## config.mk

```make
export PLATFORM = sky130hd
export DESIGN_NAME = time_string_to_millis_parser
export DESIGN_NICKNAME = d
export VERILOG_FILES = /design/src/hw/rtl/tsmp_pkg.sv /design/src/hw/rtl/tsmp_parse.sv /design/src/hw/rtl/tsmp_total.sv /design/src/hw/rtl/time_string_to_millis_parser.sv
export SDC_FILE = /design/constraint.sdc
export NUM_CORES = 1
export LEC_CHECK = 0
export ABC_AREA = 1
export BUFFER_PORTS_ARGS = -buffer_cell sky130_fd_sc_hd__buf_2
export CAP_MARGIN = 20
export CORE_ASPECT_RATIO = 1.1
export CORE_UTILIZATION = 30
export DETAILED_ROUTE_END_ITERATION = 16
export GPL_TIMING_DRIVEN = 1
export PLACE_DENSITY = 0.46
export SLEW_MARGIN = 20
export SYNTH_ARGS = -nofsm -noshare
export SYNTH_HDL_FRONTEND = slang
export SYNTH_SLANG_ARGS = --single-unit
```

## constraint.sdc

```tcl
create_clock -name clk -period 8.75 [get_ports clk]
set_clock_uncertainty 0.15 [all_clocks]
set_input_delay 1.75 -clock clk [delete_from_list [all_inputs] [get_ports clk]]
set_output_delay 1.75 -clock clk [all_outputs]
set_load 0.02 [all_outputs]
```

## src/hw/rtl/tsmp_pkg.sv

```systemverilog
// Shared types and constants for the time string to milliseconds parser.
package tsmp_pkg;

    // Character codes recognized by the parser
    localparam logic [7:0] CHAR_ZERO  = 8'h30;
    localparam logic [7:0] CHAR_NINE  = 8'h39;
    localparam logic [7:0] CHAR_COLON = 8'h3A;
    localparam logic [7:0] CHAR_DOT   = 8'h2E;

    // Group and scaling constants
    localparam logic [9:0]  GROUP_MAX     = 10'd59;
    localparam logic [25:0] MS_PER_HOUR   = 26'd3600000;
    localparam logic [25:0] MS_PER_MINUTE = 26'd60000;
    localparam logic [25:0] MS_PER_SECOND = 26'd1000;
    localparam logic [25:0] MS_MAX        = 26'd35999999;

    localparam int MS_W = 26;

    // Parse state of one string, also handed over as a snapshot at its end
    typedef struct packed {
        logic [2:0][5:0] group_values;
        logic [2:0][1:0] group_counts;
        logic [1:0]      colon_count;
        logic [9:0]      frac_value;
        logic [1:0]      frac_count;
        logic            in_fraction;
        logic            error_seen;
    } parse_state_t;

endpackage

```

## src/hw/rtl/tsmp_parse.sv

```systemverilog
// Input register and per-character parse state update.
module tsmp_parse
(
    input  logic                    clk,
    input  logic                    rst_n,
    input  logic                    char_valid,
    output logic                    char_ready,
    input  logic [7:0]              character,
    input  logic                    last,
    output logic                    snap_valid,
    input  logic                    snap_ready,
    output tsmp_pkg::parse_state_t  snap
);

    logic                   valid0_reg;
    logic [7:0]             char0_reg;
    logic                   last0_reg;
    logic                   adv0;
    tsmp_pkg::parse_state_t state_reg;
    tsmp_pkg::parse_state_t state_next;
    tsmp_pkg::parse_state_t snap_reg;
    logic                   snap_valid_reg;

    // A buffered character moves on unless it ends a string and the snapshot is blocked
    assign adv0       = valid0_reg && (!last0_reg || !snap_valid_reg || snap_ready);
    assign char_ready = !valid0_reg || adv0;

    // Hold the accepted character
    always_ff @(posedge clk or negedge rst_n)
    begin
        if (!rst_n)
        begin
            valid0_reg <= 1'b0;
        end
        else if (char_ready)
        begin
            valid0_reg <= char_valid;
        end
    end

    always_ff @(posedge clk)
    begin
        if (char_ready && char_valid)
        begin
            char0_reg <= character;
            last0_reg <= last;
        end
    end

    // Apply one character to the parse state
    always_comb
    begin
        logic [1:0] gsel;
        logic [5:0] gval;
        logic [1:0] gcnt;
        logic [3:0] digit;
        logic [9:0] group_sum;
        logic [9:0] frac_sum;

        state_next = state_reg;
        gsel       = state_reg.colon_count;
        gval       = state_reg.group_values[gsel];
        gcnt       = state_reg.group_counts[gsel];
        digit      = 4'(char0_reg - tsmp_pkg::CHAR_ZERO);
        group_sum  = 10'({4'd0, gval} * 10'd10) + {6'd0, digit};
        frac_sum   = 10'(state_reg.frac_value * 10'd10) + {6'd0, digit};

        if (!state_reg.error_seen)
        begin
            if (char0_reg >= tsmp_pkg::CHAR_ZERO && char0_reg <= tsmp_pkg::CHAR_NINE)
            begin
                if (state_reg.in_fraction)
                begin
                    if (state_reg.frac_count == 2'd3)
                    begin
                        state_next.error_seen = 1'b1;
                    end
                    else
                    begin
                        state_next.frac_value = frac_sum;
                        state_next.frac_count = state_reg.frac_count + 2'd1;
                    end
                end
                else if (gcnt >= 2'd2 || group_sum > tsmp_pkg::GROUP_MAX)
                begin
                    state_next.error_seen = 1'b1;
                end
                else
                begin
                    state_next.group_values[gsel] = group_sum[5:0];
                    state_next.group_counts[gsel] = gcnt + 2'd1;
                end
            end
            else if (char0_reg == tsmp_pkg::CHAR_COLON)
            begin
                if (state_reg.in_fraction || state_reg.colon_count >= 2'd2 || gcnt == 2'd0)
                begin
                    state_next.error_seen = 1'b1;
                end
                else
                begin
                    state_next.colon_count = state_reg.colon_count + 2'd1;
                end
            end
            else if (char0_reg == tsmp_pkg::CHAR_DOT)
            begin
                if (state_reg.in_fraction || gcnt == 2'd0)
                begin
                    state_next.error_seen = 1'b1;
                end
                else
                begin
                    state_next.in_fraction = 1'b1;
                end
            end
            else
            begin
                state_next.error_seen = 1'b1;
            end
        end
    end

    // Advance the parse state; clear it after the last character of a string
    always_ff @(posedge clk or negedge rst_n)
    begin
        if (!rst_n)
        begin
            state_reg <= '0;
        end
        else if (adv0)
        begin
            state_reg <= last0_reg ? '0 : state_next;
        end
    end

    // Hand the finished string over to the result stage
    always_ff @(posedge clk or negedge rst_n)
    begin
        if (!rst_n)
        begin
            snap_valid_reg <= 1'b0;
        end
        else if (adv0 && last0_reg)
        begin
            snap_valid_reg <= 1'b1;
        end
        else if (snap_ready)
        begin
            snap_valid_reg <= 1'b0;
        end
    end

    always_ff @(posedge clk)
    begin
        if (adv0 && last0_reg)
        begin
            snap_reg <= state_next;
        end
    end

    assign snap_valid = snap_valid_reg;
    assign snap       = snap_reg;

endmodule

```

## src/hw/rtl/tsmp_total.sv

```systemverilog
// Form check, millisecond total and result register.
module tsmp_total
(
    input  logic                            clk,
    input  logic                            rst_n,
    input  logic                            snap_valid,
    output logic                            snap_ready,
    input  tsmp_pkg::parse_state_t          snap,
    output logic                            result_valid,
    input  logic                            result_ready,
    output logic [tsmp_pkg::MS_W-1:0]       milliseconds,
    output logic                            format_error,
    output logic                            classified
);

    logic                       result_valid_reg;
    logic [tsmp_pkg::MS_W-1:0]  milliseconds_reg;
    logic                       format_error_reg;
    logic                       classified_reg;
    logic                       ok;
    logic [tsmp_pkg::MS_W-1:0]  total;

    assign snap_ready = !result_valid_reg || result_ready;

    // Check the string against the three accepted forms
    always_comb
    begin
        ok = 1'b0;
        if (!snap.error_seen && !(snap.in_fraction && snap.frac_count == 2'd0))
        begin
            case (snap.colon_count)
                2'd0:    ok = snap.group_counts[0] != 2'd0;
                2'd1:    ok = snap.group_counts[0] != 2'd0 && snap.group_counts[1] == 2'd2;
                2'd2:    ok = snap.group_counts[0] == 2'd1 && snap.group_counts[1] == 2'd2
                              && snap.group_counts[2] == 2'd2;
                default: ok = 1'b0;
            endcase
        end
    end

    // Sum the scaled groups and the fraction
    always_comb
    begin
        logic [5:0]                 hours;
        logic [5:0]                 minutes;
        logic [5:0]                 seconds;
        logic [tsmp_pkg::MS_W-1:0]  frac;

        hours   = 6'd0;
        minutes = 6'd0;
        seconds = 6'd0;
        case (snap.colon_count)
            2'd0:
            begin
                seconds = snap.group_values[0];
            end
            2'd1:
            begin
                minutes = snap.group_values[0];
                seconds = snap.group_values[1];
            end
            default:
            begin
                hours   = snap.group_values[0];
                minutes = snap.group_values[1];
                seconds = snap.group_values[2];
            end
        endcase

        frac = '0;
        if (snap.in_fraction)
        begin
            case (snap.frac_count)
                2'd1:    frac = 26'({16'd0, snap.frac_value} * 26'd100);
                2'd2:    frac = 26'({16'd0, snap.frac_value} * 26'd10);
                default: frac = {16'd0, snap.frac_value};
            endcase
        end

        total = 26'({20'd0, hours} * tsmp_pkg::MS_PER_HOUR)
              + 26'({20'd0, minutes} * tsmp_pkg::MS_PER_MINUTE)
              + 26'({20'd0, seconds} * tsmp_pkg::MS_PER_SECOND)
              + frac;
    end

    // Hold the result until the receiver takes it
    always_ff @(posedge clk or negedge rst_n)
    begin
        if (!rst_n)
        begin
            result_valid_reg <= 1'b0;
        end
        else if (snap_ready)
        begin
            result_valid_reg <= snap_valid;
        end
    end

    always_ff @(posedge clk)
    begin
        if (snap_ready && snap_valid)
        begin
            milliseconds_reg <= ok ? total : '0;
            format_error_reg <= !ok;
            classified_reg   <= ok && (total != '0);
        end
    end

    assign result_valid = result_valid_reg;
    assign milliseconds = milliseconds_reg;
    assign format_error = format_error_reg;
    assign classified   = classified_reg;

endmodule

```

## src/hw/rtl/time_string_to_millis_parser.sv

```systemverilog
// Top level of the time string to milliseconds parser.
//
// Characters of a time string (S[.f], M:SS[.f] or H:MM:SS[.f]) enter on the
// character channel, one per transfer, with last set on the final one. Each
// string yields exactly one transfer on the result channel: the duration in
// milliseconds, a format error flag and a classified flag (valid, nonzero).
// Characters without last produce nothing on the result channel.
// Throughput: one character per cycle. A character sits in the input
// register while the parse state updates; a string's result passes from
// the input register through the snapshot to the result register. While
// the receiver stalls, a finished string waits in the result register and
// a second one in the snapshot; characters of the next string keep
// flowing, and only a further last character is held back. Reset clears
// the parse state and empties all stages; the block is ready as soon as
// reset is released.
module time_string_to_millis_parser
(
    input  logic                        clk,
    input  logic                        rst_n,
    input  logic                        char_valid,
    output logic                        char_ready,
    input  logic [7:0]                  character,
    input  logic                        last,
    output logic                        result_valid,
    input  logic                        result_ready,
    output logic [tsmp_pkg::MS_W-1:0]   milliseconds,
    output logic                        format_error,
    output logic                        classified
);

    tsmp_pkg::parse_state_t snap;
    logic                   snap_valid;
    logic                   snap_ready;

    tsmp_parse u_parse
    (
        .clk        (clk),
        .rst_n      (rst_n),
        .char_valid (char_valid),
        .char_ready (char_ready),
        .character  (character),
        .last       (last),
        .snap_valid (snap_valid),
        .snap_ready (snap_ready),
        .snap       (snap)
    );

    tsmp_total u_total
    (
        .clk          (clk),
        .rst_n        (rst_n),
        .snap_valid   (snap_valid),
        .snap_ready   (snap_ready),
        .snap         (snap),
        .result_valid (result_valid),
        .result_ready (result_ready),
        .milliseconds (milliseconds),
        .format_error (format_error),
        .classified   (classified)
    );

endmodule

```

==> results of run 1 <==
[through the flow]
step,cell area [µm²],hold slack (ps),worst slack (ps)
3_3_place_gp,14200,316,1140
4_1_cts,14800,354,983
6_report,14800,354,1000
3_5_place_dp,14200,338,1000
5_1_grt,14800,387,208
2_1_floorplan,13300,300,1640
[cells in the final DEF (no fill, tap or decap), drive strengths merged, types with 3 or more instances in the layout]
cell and count:
inv 341, nand2 324, ha 209, nor2 124, a21oi 90, o21ai 84, fa 81, edfxtp 77
nand3 75, buf 51, dfrtp 43, xor2 29, xnor2 29, nand4 28, clkbuf 20, o22ai 17
and2 17, nor3 9, clkinv 9, a31oi 6, nand3b 6, o21a 4, o211ai 4, o2111ai 3
a211oi 3, a21boi 3
[worst max path at each step]
| stage | startpoint | end | slack [ps] | depth (start not counted) |
|---|---|---|---|---|
| 4_1_cts | u_parse.snap[15]$_DFFE_PP_ | u_total.classified$_DFFE_PP_ | 980 | 34 |
| 3_3_place_gp | u_parse.snap[15]$_DFFE_PP_ | u_total.classified$_DFFE_PP_ | 1140 | 34 |
| 5_1_grt | u_parse.snap[15]$_DFFE_PP_ | u_total.classified$_DFFE_PP_ | 210 | 34 |
| 3_5_place_dp | u_parse.snap[15]$_DFFE_PP_ | u_total.classified$_DFFE_PP_ | 1000 | 34 |
| 6_report | u_parse.snap[15]$_DFFE_PP_ | u_total.classified$_DFFE_PP_ | 1000 | 35 |
| 2_1_floorplan | u_parse.snap[15]$_DFFE_PP_ | u_total.classified$_DFFE_PP_ | 1640 | 35 |
[area by class of cell]
cell class,instances,area [µm²]
sequential,120,3390
fill,4684,28700
clock inverter,12,139
clock buffer,20,468
tap,574,718
timing repair buffer,51,278
inverter,341,1280
multi-input combinational,1161,8520
[worst min-delay path, delay by kind of cell (launching register included)]
family          cells  cell delay (ps)
simple gates        1               50
flops               1              340
compound gates      1               70
[cells by family (layout without fill, tap and decap cells)]
kind of cell               count (synthesis)  count (layout)  synth area share
and+or+nand+nor                          588             588             0.188
buffers and inverters                    359             424             0.104
adders and majority gates                290             290             0.319
AOI/OAI and AO/OA                        225             225            0.0952
DFF                                      120             120             0.255
xor gates and xnor gates                  58              58            0.0388
[metal layers]
| metal | global-route usage | vias to the layer above | part of all wire |
|---|---|---|---|
| met2 | 0.282 | 102 | 0.50 |
| met1 | 0.199 | 4945 | 0.47 |
| met5 | 0 | - | 0 |
| met3 | 0.0176 | 30 | 0.018 |
| li1 | - | 5410 | - |
| met4 | 0.0502 | 0 | 0.017 |
[power by group]
part           leakage, nW  switching (mW)  internal [mW]  total (mW)
combinational         6.05            1.81           1.01        2.82
sequential            1.33          0.0146          0.629       0.644
clock                0.296           0.266          0.446       0.712
==> run_results.csv, run 1 <==
group,metric,value,unit
drt,drt_iter0_drc,549,
critical_path,rrSetupSlack,1000,ps
floorplan,core_area,43500,µm²
grt,grt_max_degree,44,
clock_tree,cts.htree.levels,4,
sta,fin_crit_sh,0.886,
sta,fmax,129,MHz
drt,detail-route-antenna-nets,0,
synthesis,synth_edf_count,77,
clock_tree,insertion_delay,440,ps
cells_and_area,final_util,0.340,
critical_path,cpLargestDelayFamily,"adder cells",
grt,grt_first_pass_wirelength,56200,µm
floorplan,fp.dieW,203,µm
synthesis,synth_area_per_cell,8.10,µm²
synthesis,synthCells,1640,
cells_and_area,synthToLayoutAreaGrowth,11.3,%
critical_path,arrival,7770,ps
power,ir_drop,0.257,mV
placed_design,dp_hpwl,28000,µm
synthesis,ys_warn_count,0,
clock_tree,cts_root_buffer,"clkbuf_16",
clock_tree,post_cts_resized,0,
sta,maxSlewHeadroom,0.464,
cells_and_area,drive_gt1_frac,0.0639,
sta,fin_setup_tns,0,ps
power,leakagePower,7.68,nW
floorplan,num_rows,80,
synthesis,synthTopCellsByArea,"ha_1 20%, edfxtp_1 17%, fa_1 12%",
sta,min_period,7750,ps
cells_and_area,diodes,0,
worst_hold_path,hp-start,"u_parse.state_reg[39]$_DFFE_PN0P_",
sta,worst_pin_slew,804,ps
cells_and_area,finalNetCount,1995,
critical_path,critPathKind,"register to register",
drt,wl,33500,µm
floorplan,num_io_pins,43,
floorplan,dieArea,45100,µm²
critical_path,r2r_start,"u_parse.snap[15]$_DFFE_PP_",
grt,gr-total-overflow,0,
critical_path,crit_fanout,12,
synthesis,async_flop_share,0.358,
sta,setup_viol,0,
power,power.total,4.18,mW
critical_path,cp-start-kind,"register",
grt,antenna_found_initial,0,
sta,rsz0062_at_grt,"no",
drt,avgViaCountPerCell,4.60,
sta,drv_slew,0,
synthesis,synth_seq_area_share,0.255,
clock_tree,cts_buffers,17,
grt,grt_use_total,0.159,
critical_path,worstReg2RegEnd,"u_total.classified$_DFFE_PP_",
placed_design,gp_congestion,0.858,
sta,finalHoldViolCount,0,
clock_tree,cts_buffer_depth,2,
drt,num_vias,10487,
critical_path,slowest_stage,"fa_1",
synthesis,synth_top_area_frac,0.197,
critical_path,cp.required,8770,ps
synthesis,synth.distinct_cells,51,
critical_path,worstSetupEndpointType,"register",
drt,wl_per_cell,14.7,µm
worst_hold_path,holdPathStages,2,
placed_design,port_buffers,42,
drt,drc,0,
synthesis,synth_seq_cells,120,
worst_hold_path,hold_class,"register to register",
clock_tree,cts_hold_buf,0,
floorplan,die_h,223,µm
clock_tree,clock-sinks,120,
worst_hold_path,holdPathEnd,"u_parse.state_reg[39]$_DFFE_PN0P_",
clock_tree,cts_tree,"done",
clock_tree,clk_pin_slew,60,ps
synthesis,synth.most_common_cell,"inv_1",
power,power.density,282,nW/µm²
synthesis,synth_area,13300,µm²
synthesis,synth_ff_type,"edfxtp_1",
critical_path,critPathBufInv,6,
clock_tree,postCtsSetupBuffers,0,
critical_path,cpPeakStageDelay,550,ps
outcome,outcome,"finished clean",
floorplan,start_util,0.305,
grt,grt_pass1_vias,11078,
job,cap_viol_max_count,0,
synthesis,synth_fp_nets,1943,
placed_design,place_inst,2247,
critical_path,ff2ff_path_depth,35,
cells_and_area,final_cells,2279,
synthesis,synth.largest_area_cell,"ha_1",
synthesis,synth_common_cells,"331 x inv_1, 323 x nand2_1, 209 x ha_1, 118 x nor2_1, 89 x a21oi_1",
drt,firstDrtPassIters,7,
Note: power is estimated with default switching activity, not from simulation.
==> run 2: changes to the inputs <==
SYNTH_HIERARCHICAL = 1   (was not set)
==> run_results.csv, run 2 <==
group,metric,value,unit
clock_tree,post_cts_resized,0,
synthesis,synth_common_cells,"375 x nand2_1, 363 x inv_1, 209 x ha_1, 86 x a21oi_1, 86 x nor2_1",
drt,wl_per_cell,14.4,µm
sta,min_period,7740,ps
cells_and_area,synthToLayoutAreaGrowth,10.9,%
sta,hold_slack,330,ps
cells_and_area,finalNetCount,2096,
critical_path,worstSetupEndpointType,"register",
sta,fin_crit_sh,0.885,
synthesis,synth.largest_area_cell,"ha_1",
critical_path,cpPeakStageDelay,710,ps
power,power.density,274,nW/µm²
critical_path,ff2ff_path_depth,34,
grt,grt_first_pass_wirelength,57600,µm
grt,grt_pass1_vias,11450,
critical_path,crit_fanout,12,
clock_tree,cts_buffers,17,
clock_tree,cts_buffer_depth,2,
drt,detail-route-antenna-nets,0,
drt,drt_iter0_drc,475,
placed_design,dp_hpwl,28700,µm
synthesis,synth_ff_type,"edfxtp_1",
clock_tree,clk_pin_slew,60,ps
drt,drc,0,
worst_hold_path,holdPathStages,2,
sta,fmax,129,MHz
clock_tree,insertion_delay,440,ps
floorplan,die_h,228,µm
power,ir_drop,0.279,mV
synthesis,synth_fp_nets,2045,
power,internal_power,2.09,mW
critical_path,cp.required,8790,ps
sta,rsz0062_at_grt,"no",
worst_hold_path,hold_class,"register to register",
sta,fin_setup_tns,0,ps
grt,grt_use_total,0.153,
synthesis,synth_area_per_cell,8.03,µm²
cells_and_area,diodes,0,
sta,drv_slew,0,
power,pwr-share-clk,0.173,
grt,antenna_found_initial,0,
cells_and_area,drive_gt1_frac,0.0831,
power,p_sw,2.17,mW
synthesis,synth_seq_cells,120,
synthesis,ys_warn_count,6,
clock_tree,cts_hold_buf,0,
placed_design,dp_slack,1050,ps
critical_path,critPathKind,"register to register",
outcome,outcome,"finished clean",
critical_path,cpMostUsedCell,"inv_1",
sta,worst_pin_slew,1050,ps
clock_tree,cts_tree,"done",
synthesis,synth.distinct_cells,52,
floorplan,num_io_pins,43,
job,cap_viol_max_count,0,
critical_path,slowest_stage,"fa_1",
sta,final.setup.worst_slack,1010,ps
floorplan,num_rows,82,
sta,setup_viol,0,
synthesis,synth.most_common_cell,"nand2_1",
cells_and_area,num-fill-cells,4877,
synthesis,synth_edf_count,77,
placed_design,placed_cell_area,14900,µm²
critical_path,rrSetupSlack,1010,ps
critical_path,arrival,7790,ps
cells_and_area,seqCellArea,3390,µm²
power,swShare,0.509,
synthesis,synthTopCellsByArea,"ha_1 19%, edfxtp_1 17%, fa_1 12%",
critical_path,cp-start-kind,"register",
cells_and_area,layout_common_cells,"375 x nand2_1, 363 x inv_1, 209 x ha_1",
clock_tree,cts_root_buffer,"clkbuf_16",
synthesis,synth_area,14000,µm²
sta,finalHoldViolCount,0,
cells_and_area,multi_input_area,9080,µm²
cells_and_area,finalInstanceArea,15500,µm²
clock_tree,cts.htree.levels,4,
grt,grt_max_degree,44,
clock_tree,clock-sinks,120,
floorplan,fp.dieW,208,µm
floorplan,core_area,45800,µm²
clock_tree,postCtsSetupBuffers,0,
drt,num_vias,11006,
placed_design,gp_congestion,0.859,
drt,wl,34500,µm
power,leakagePower,8.27,nW
cells_and_area,layout_commonest_cell,"nand2_1",
power,power_frac_comb,0.676,
floorplan,start_util,0.305,
floorplan,dieArea,47400,µm²
synthesis,synth_seq_area_share,0.243,
synthesis,synthCells,1740,
drt,firstDrtPassIters,5,
power,seqPwrFrac,0.152,
synthesis,async_flop_share,0.358,
placed_design,port_buffers,42,
sta,maxSlewHeadroom,0.300,
drt,avgViaCountPerCell,4.60,
grt,gr-total-overflow,0,
synthesis,synth_top_area_frac,0.187,
run 2: cell types whose count changed after synthesis, moves of 6 or more:
cell     previous run  this run
o21ai_1            13         4
inv_1             331       363
nand3_1            73        85
nand2_2             1        13
nand2_1           323       375
and2_1             17        28
nand4_1            28        34
o21ai_0            66        41
nor2_1            118        86
run 2: layout make-up:
class / instances / area share
multi-input combinational: 1227 / 0.586
timing repair buffer: 48 / 0.0165
clock inverter: 15 / 0.0123
sequential: 120 / 0.219
inverter: 377 / 0.0914
clock buffer: 17 / 0.0275
tap: 588 / 0.0475
run 2: through the flow:
step,power [mW],util,instances
after CTS,4.31,0.339,2392
after detailed placement,3.53,0.325,2360
after global routing,4.76,0.339,2392
after floorplan,2.89,-,1740
final,4.25,0.339,2392
after global placement,3.54,0.325,2360
run 2: power groups by stage:
stage / clock, mW / combinational [mW] / sequential (mW)
2_1_floorplan: 0 / 2.23 / 0.661
3_3_place_gp: 0 / 2.88 / 0.656
3_5_place_dp: 0 / 2.88 / 0.657
4_1_cts: 0.756 / 2.91 / 0.645
5_1_grt: 0.775 / 3.33 / 0.647
6_report: 0.733 / 2.87 / 0.644
run 2: worst paths after layout:
check	startpoint	to
max	u_parse/snap[15]$_DFFE_PP_	u_total/classified$_DFFE_PP_
min	u_parse/state_reg[33]$_DFFE_PN0P_	u_parse/state_reg[33]$_DFFE_PN0P_
max reg2reg	u_parse/snap[15]$_DFFE_PP_	u_total/classified$_DFFE_PP_
min reg2reg	u_parse/state_reg[33]$_DFFE_PN0P_	u_parse/state_reg[33]$_DFFE_PN0P_
max in group asynchronous	rst_n	u_parse/state_reg[19]$_DFFE_PN0P_
min in group asynchronous	rst_n	u_parse/state_reg[12]$_DFFE_PN0P_
run 2: routing by layer:
layer | track usage | share of wire
met4 | 0.0625 | 0.029
met1 | 0.185 | 0.46
met3 | 0.0201 | 0.019
met2 | 0.273 | 0.49
met5 | 0 | 0
run 2: logic make-up (layout without fill, tap and decap cells):
| logic type | Yosys count | count (layout) | share of synthesized area |
|---|---|---|---|
| AOI/OAI and AO/OA | 201 | 201 | 0.0842 |
| DFF | 120 | 120 | 0.243 |
| and+or+nand+nor | 675 | 675 | 0.221 |
| adders and majority gates | 292 | 292 | 0.306 |
| buffers and inverters | 393 | 457 | 0.109 |
| xor gates and xnor gates | 59 | 59 | 0.0370 |
run 2: critical path: cells and delay by family, from the launching register on:
| kind | cells | cell delay, ps |
|---|---|---|
| buffers and inverters | 7 | 550 |
| xor gates and xnor gates | 1 | 110 |
| adders and majority gates | 7 | 3460 |
| AOI/OAI and AO/OA | 6 | 1320 |
| DFF | 1 | 540 |
| and+or+nand+nor | 13 | 1360 |
==> run 3: changes to the inputs <==
ABC_AREA = not set   (was 1)
CORE_UTILIZATION = 50   (was 30)
HOLD_SLACK_MARGIN = 0.03   (was not set)
PLACE_DENSITY = 0.68   (was 0.46)
==> run_results.csv, run 3 <==
group,metric,value,unit
clock_tree,cts.htree.levels,4,
drt,wl_per_cell,16.0,µm
grt,antenna_found_initial,0,
sta,setup_viol,0,
sta,final.setup.worst_slack,694,ps
worst_hold_path,hp-start,"u_parse/state_reg[13]$_DFFE_PN0P_",
critical_path,rrSetupSlack,690,ps
cells_and_area,finalInstanceArea,14500,µm²
cells_and_area,diodes,0,
placed_design,dp_slack,448,ps
synthesis,synth_edf_count,77,
grt,grt_use_total,0.216,
clock_tree,insertion_delay,420,ps
floorplan,die_h,173,µm
critical_path,r2r_start,"u_parse/snap[14]$_DFFE_PP_",
worst_hold_path,holdPathStages,2,
synthesis,synthCells,1365,
worst_hold_path,hold_class,"register to register",
worst_hold_path,holdPathEnd,"u_parse/state_reg[13]$_DFFE_PN0P_",
floorplan,num_rows,62,
clock_tree,clk_pin_slew,60,ps
drt,drt_iter0_drc,615,
cells_and_area,finalNetCount,1708,
floorplan,dieArea,27400,µm²
synthesis,ys_warn_count,6,
drt,avgViaCountPerCell,5.54,
synthesis,synth_fp_nets,1670,
synthesis,synth.largest_area_cell,"ha_1",
synthesis,synth_area,13400,µm²
synthesis,synth.most_common_cell,"ha_1",
placed_design,dp_hpwl,22300,µm
clock_tree,cts_hold_buf,0,
power,pwr-share-clk,0.133,
synthesis,synth_top_area_frac,0.196,
drt,detail-route-antenna-nets,0,
synthesis,async_flop_share,0.358,
sta,fin_crit_sh,0.921,
clock_tree,clock-sinks,120,
placed_design,placed_cell_area,13900,µm²
cells_and_area,drive_gt1_frac,0.0960,
sta,min_period,8060,ps
grt,grt_first_pass_wirelength,46800,µm
sta,maxSlewHeadroom,0.213,
outcome,outcome,"finished clean",
synthesis,synth_common_cells,"209 x ha_1, 207 x inv_1, 86 x nand2_1, 83 x fa_1, 77 x edfxtp_1",
synthesis,synthTopCellsByArea,"ha_1 20%, edfxtp_1 17%, fa_1 12%",
drt,wl,28200,µm
grt,grt_max_degree,44,
grt,gr-total-overflow,0,
cells_and_area,layout_common_cells,"209 x ha_1, 207 x inv_1, 86 x nand2_1",
sta,drv_slew,0,
critical_path,crit_fanout,7,
job,cap_viol_max_count,0,
synthesis,synth_seq_cells,120,
power,power_frac_comb,0.731,
cells_and_area,final_cells,1768,
critical_path,cp.required,8750,ps
floorplan,core_area,26200,µm²
power,p_sw,2.59,mW
placed_design,gp_congestion,0.861,
critical_path,worstReg2RegEnd,"u_total/classified$_DFFE_PP_",
floorplan,start_util,0.510,
critical_path,cpPeakStageDelay,550,ps
drt,maxUsedRoutingLayer,"met4",
synthesis,synth_seq_area_share,0.253,
critical_path,ff2ff_path_depth,33,
placed_design,place_inst,1732,
critical_path,arrival,8060,ps
clock_tree,cts_root_buffer,"clkbuf_16",
sta,fin_setup_tns,0,ps
floorplan,fp.dieW,158,µm
critical_path,cp-start-kind,"register",
synthesis,synth.distinct_cells,83,
cells_and_area,synthToLayoutAreaGrowth,8.83,%
power,power.density,363,nW/µm²
power,ir_drop,0.451,mV
drt,dr_wl_met2,13700,µm
synthesis,synth_ff_type,"edfxtp_1",
grt,grt_pass1_vias,9578,
sta,worst_pin_slew,1180,ps
power,swShare,0.490,
critical_path,slowest_stage,"fa_1",
power,seqPwrFrac,0.136,
power,internal_power,2.70,mW
clock_tree,cts_tree,"done",
sta,fmax,124,MHz
critical_path,critPathKind,"register to register",
drt,drc,0,
synthesis,synth_area_per_cell,9.79,µm²
cells_and_area,layout_commonest_cell,"ha_1",
power,leakagePower,7.09,nW
placed_design,port_buffers,42,
critical_path,worstSetupEndpointType,"register",
drt,num_vias,9797,
drt,met1Wirelength,12800,µm
clock_tree,cts_buffer_depth,2,
clock_tree,cts_buffers,17,
drt,firstDrtPassIters,5,
sta,finalHoldViolCount,0,
floorplan,num_io_pins,43,
sta,rsz0062_at_grt,"no",
drt,dr_wl_met3,1110,µm
[run 3: changes by cell type after synthesis, moves of 28 or more]
| cell | previous run | this run |
|---|---|---|
| nand2_1 | 375 | 86 |
| inv_1 | 363 | 207 |
| nand3_1 | 85 | 12 |
| and3_1 | 0 | 33 |
| xnor2_1 | 25 | 55 |
| nand4_1 | 34 | 6 |
[run 3: worst max-delay path by stage]
stage,startpoint,endpoint,slack (ps)
2_1_floorplan,u_parse/snap[14]$_DFFE_PP_,u_total/classified$_DFFE_PP_,890
3_3_place_gp,u_parse/snap[14]$_DFFE_PP_,u_total/classified$_DFFE_PP_,590
3_5_place_dp,u_parse/snap[14]$_DFFE_PP_,u_total/classified$_DFFE_PP_,450
4_1_cts,u_parse/snap[14]$_DFFE_PP_,u_total/classified$_DFFE_PP_,430
5_1_grt,u_parse/snap[15]$_DFFE_PP_,u_total/classified$_DFFE_PP_,170
6_report,u_parse/snap[14]$_DFFE_PP_,u_total/classified$_DFFE_PP_,690
[run 3: final cells by class]
type	instances	area, µm²
Inverter	207	777
Sequential cell	120	3390
Tap cell	352	440
Multi-Input combinational cell	1004	9050
Fill cell	2337	11700
Timing Repair Buffer	53	295
Clock inverter	14	160
Clock buffer	18	439
[run 3: power groups by stage]
stage,clock (mW),sequential [mW],combinational [mW]
5_1_grt,0.738,0.724,4.35
2_1_floorplan,0,0.723,3.11
6_report,0.703,0.717,3.86
3_3_place_gp,0,0.726,3.76
3_5_place_dp,0,0.727,3.80
4_1_cts,0.716,0.716,3.85
[run 3: timing repair]
action | in CTS | in global routing
endpoints found under the setup margin | 0 | 1
resized for setup | 0 | 1
setup buffers | 0 | 4
[run 3: logic make-up (layout without fill, tap and decap cells)]
logic type / Yosys count / after routing / synth area share
and+or+nand+nor: 294 / 294 / 0.110
xor gates and xnor gates: 81 / 81 / 0.0541
adders and majority gates: 292 / 292 / 0.320
AOI/OAI and AO/OA: 292 / 292 / 0.152
buffers and inverters: 241 / 292 / 0.0702
muxes: 45 / 45 / 0.0400
DFF: 120 / 120 / 0.253
[run 3: per-layer routing]
metal	up-vias	GRT usage
met5	-	0
met4	0	0.0748
met3	42	0.0298
met2	231	0.364
met1	4660	0.281
li1	4864	-
[run 3: per-stage QoR]
stage / hold slack (ps) / utilization / power [mW]
6_report: 379 / 0.555 / 5.28
5_1_grt: 416 / 0.555 / 5.81
4_1_cts: 383 / 0.554 / 5.29
3_5_place_dp: 372 / 0.531 / 4.52
3_3_place_gp: 348 / 0.531 / 4.49
2_1_floorplan: 321 / - / 3.83
[run 3: critical path, delay by kind of cell, from the launching register on]
kind,cells,cell delay [ps]
fa+ha+maj,8,3340
compound gates,12,2280
simple gates,3,610
buf+inv,7,570
flops,1,440
xor+xnor,2,270
mux,1,120
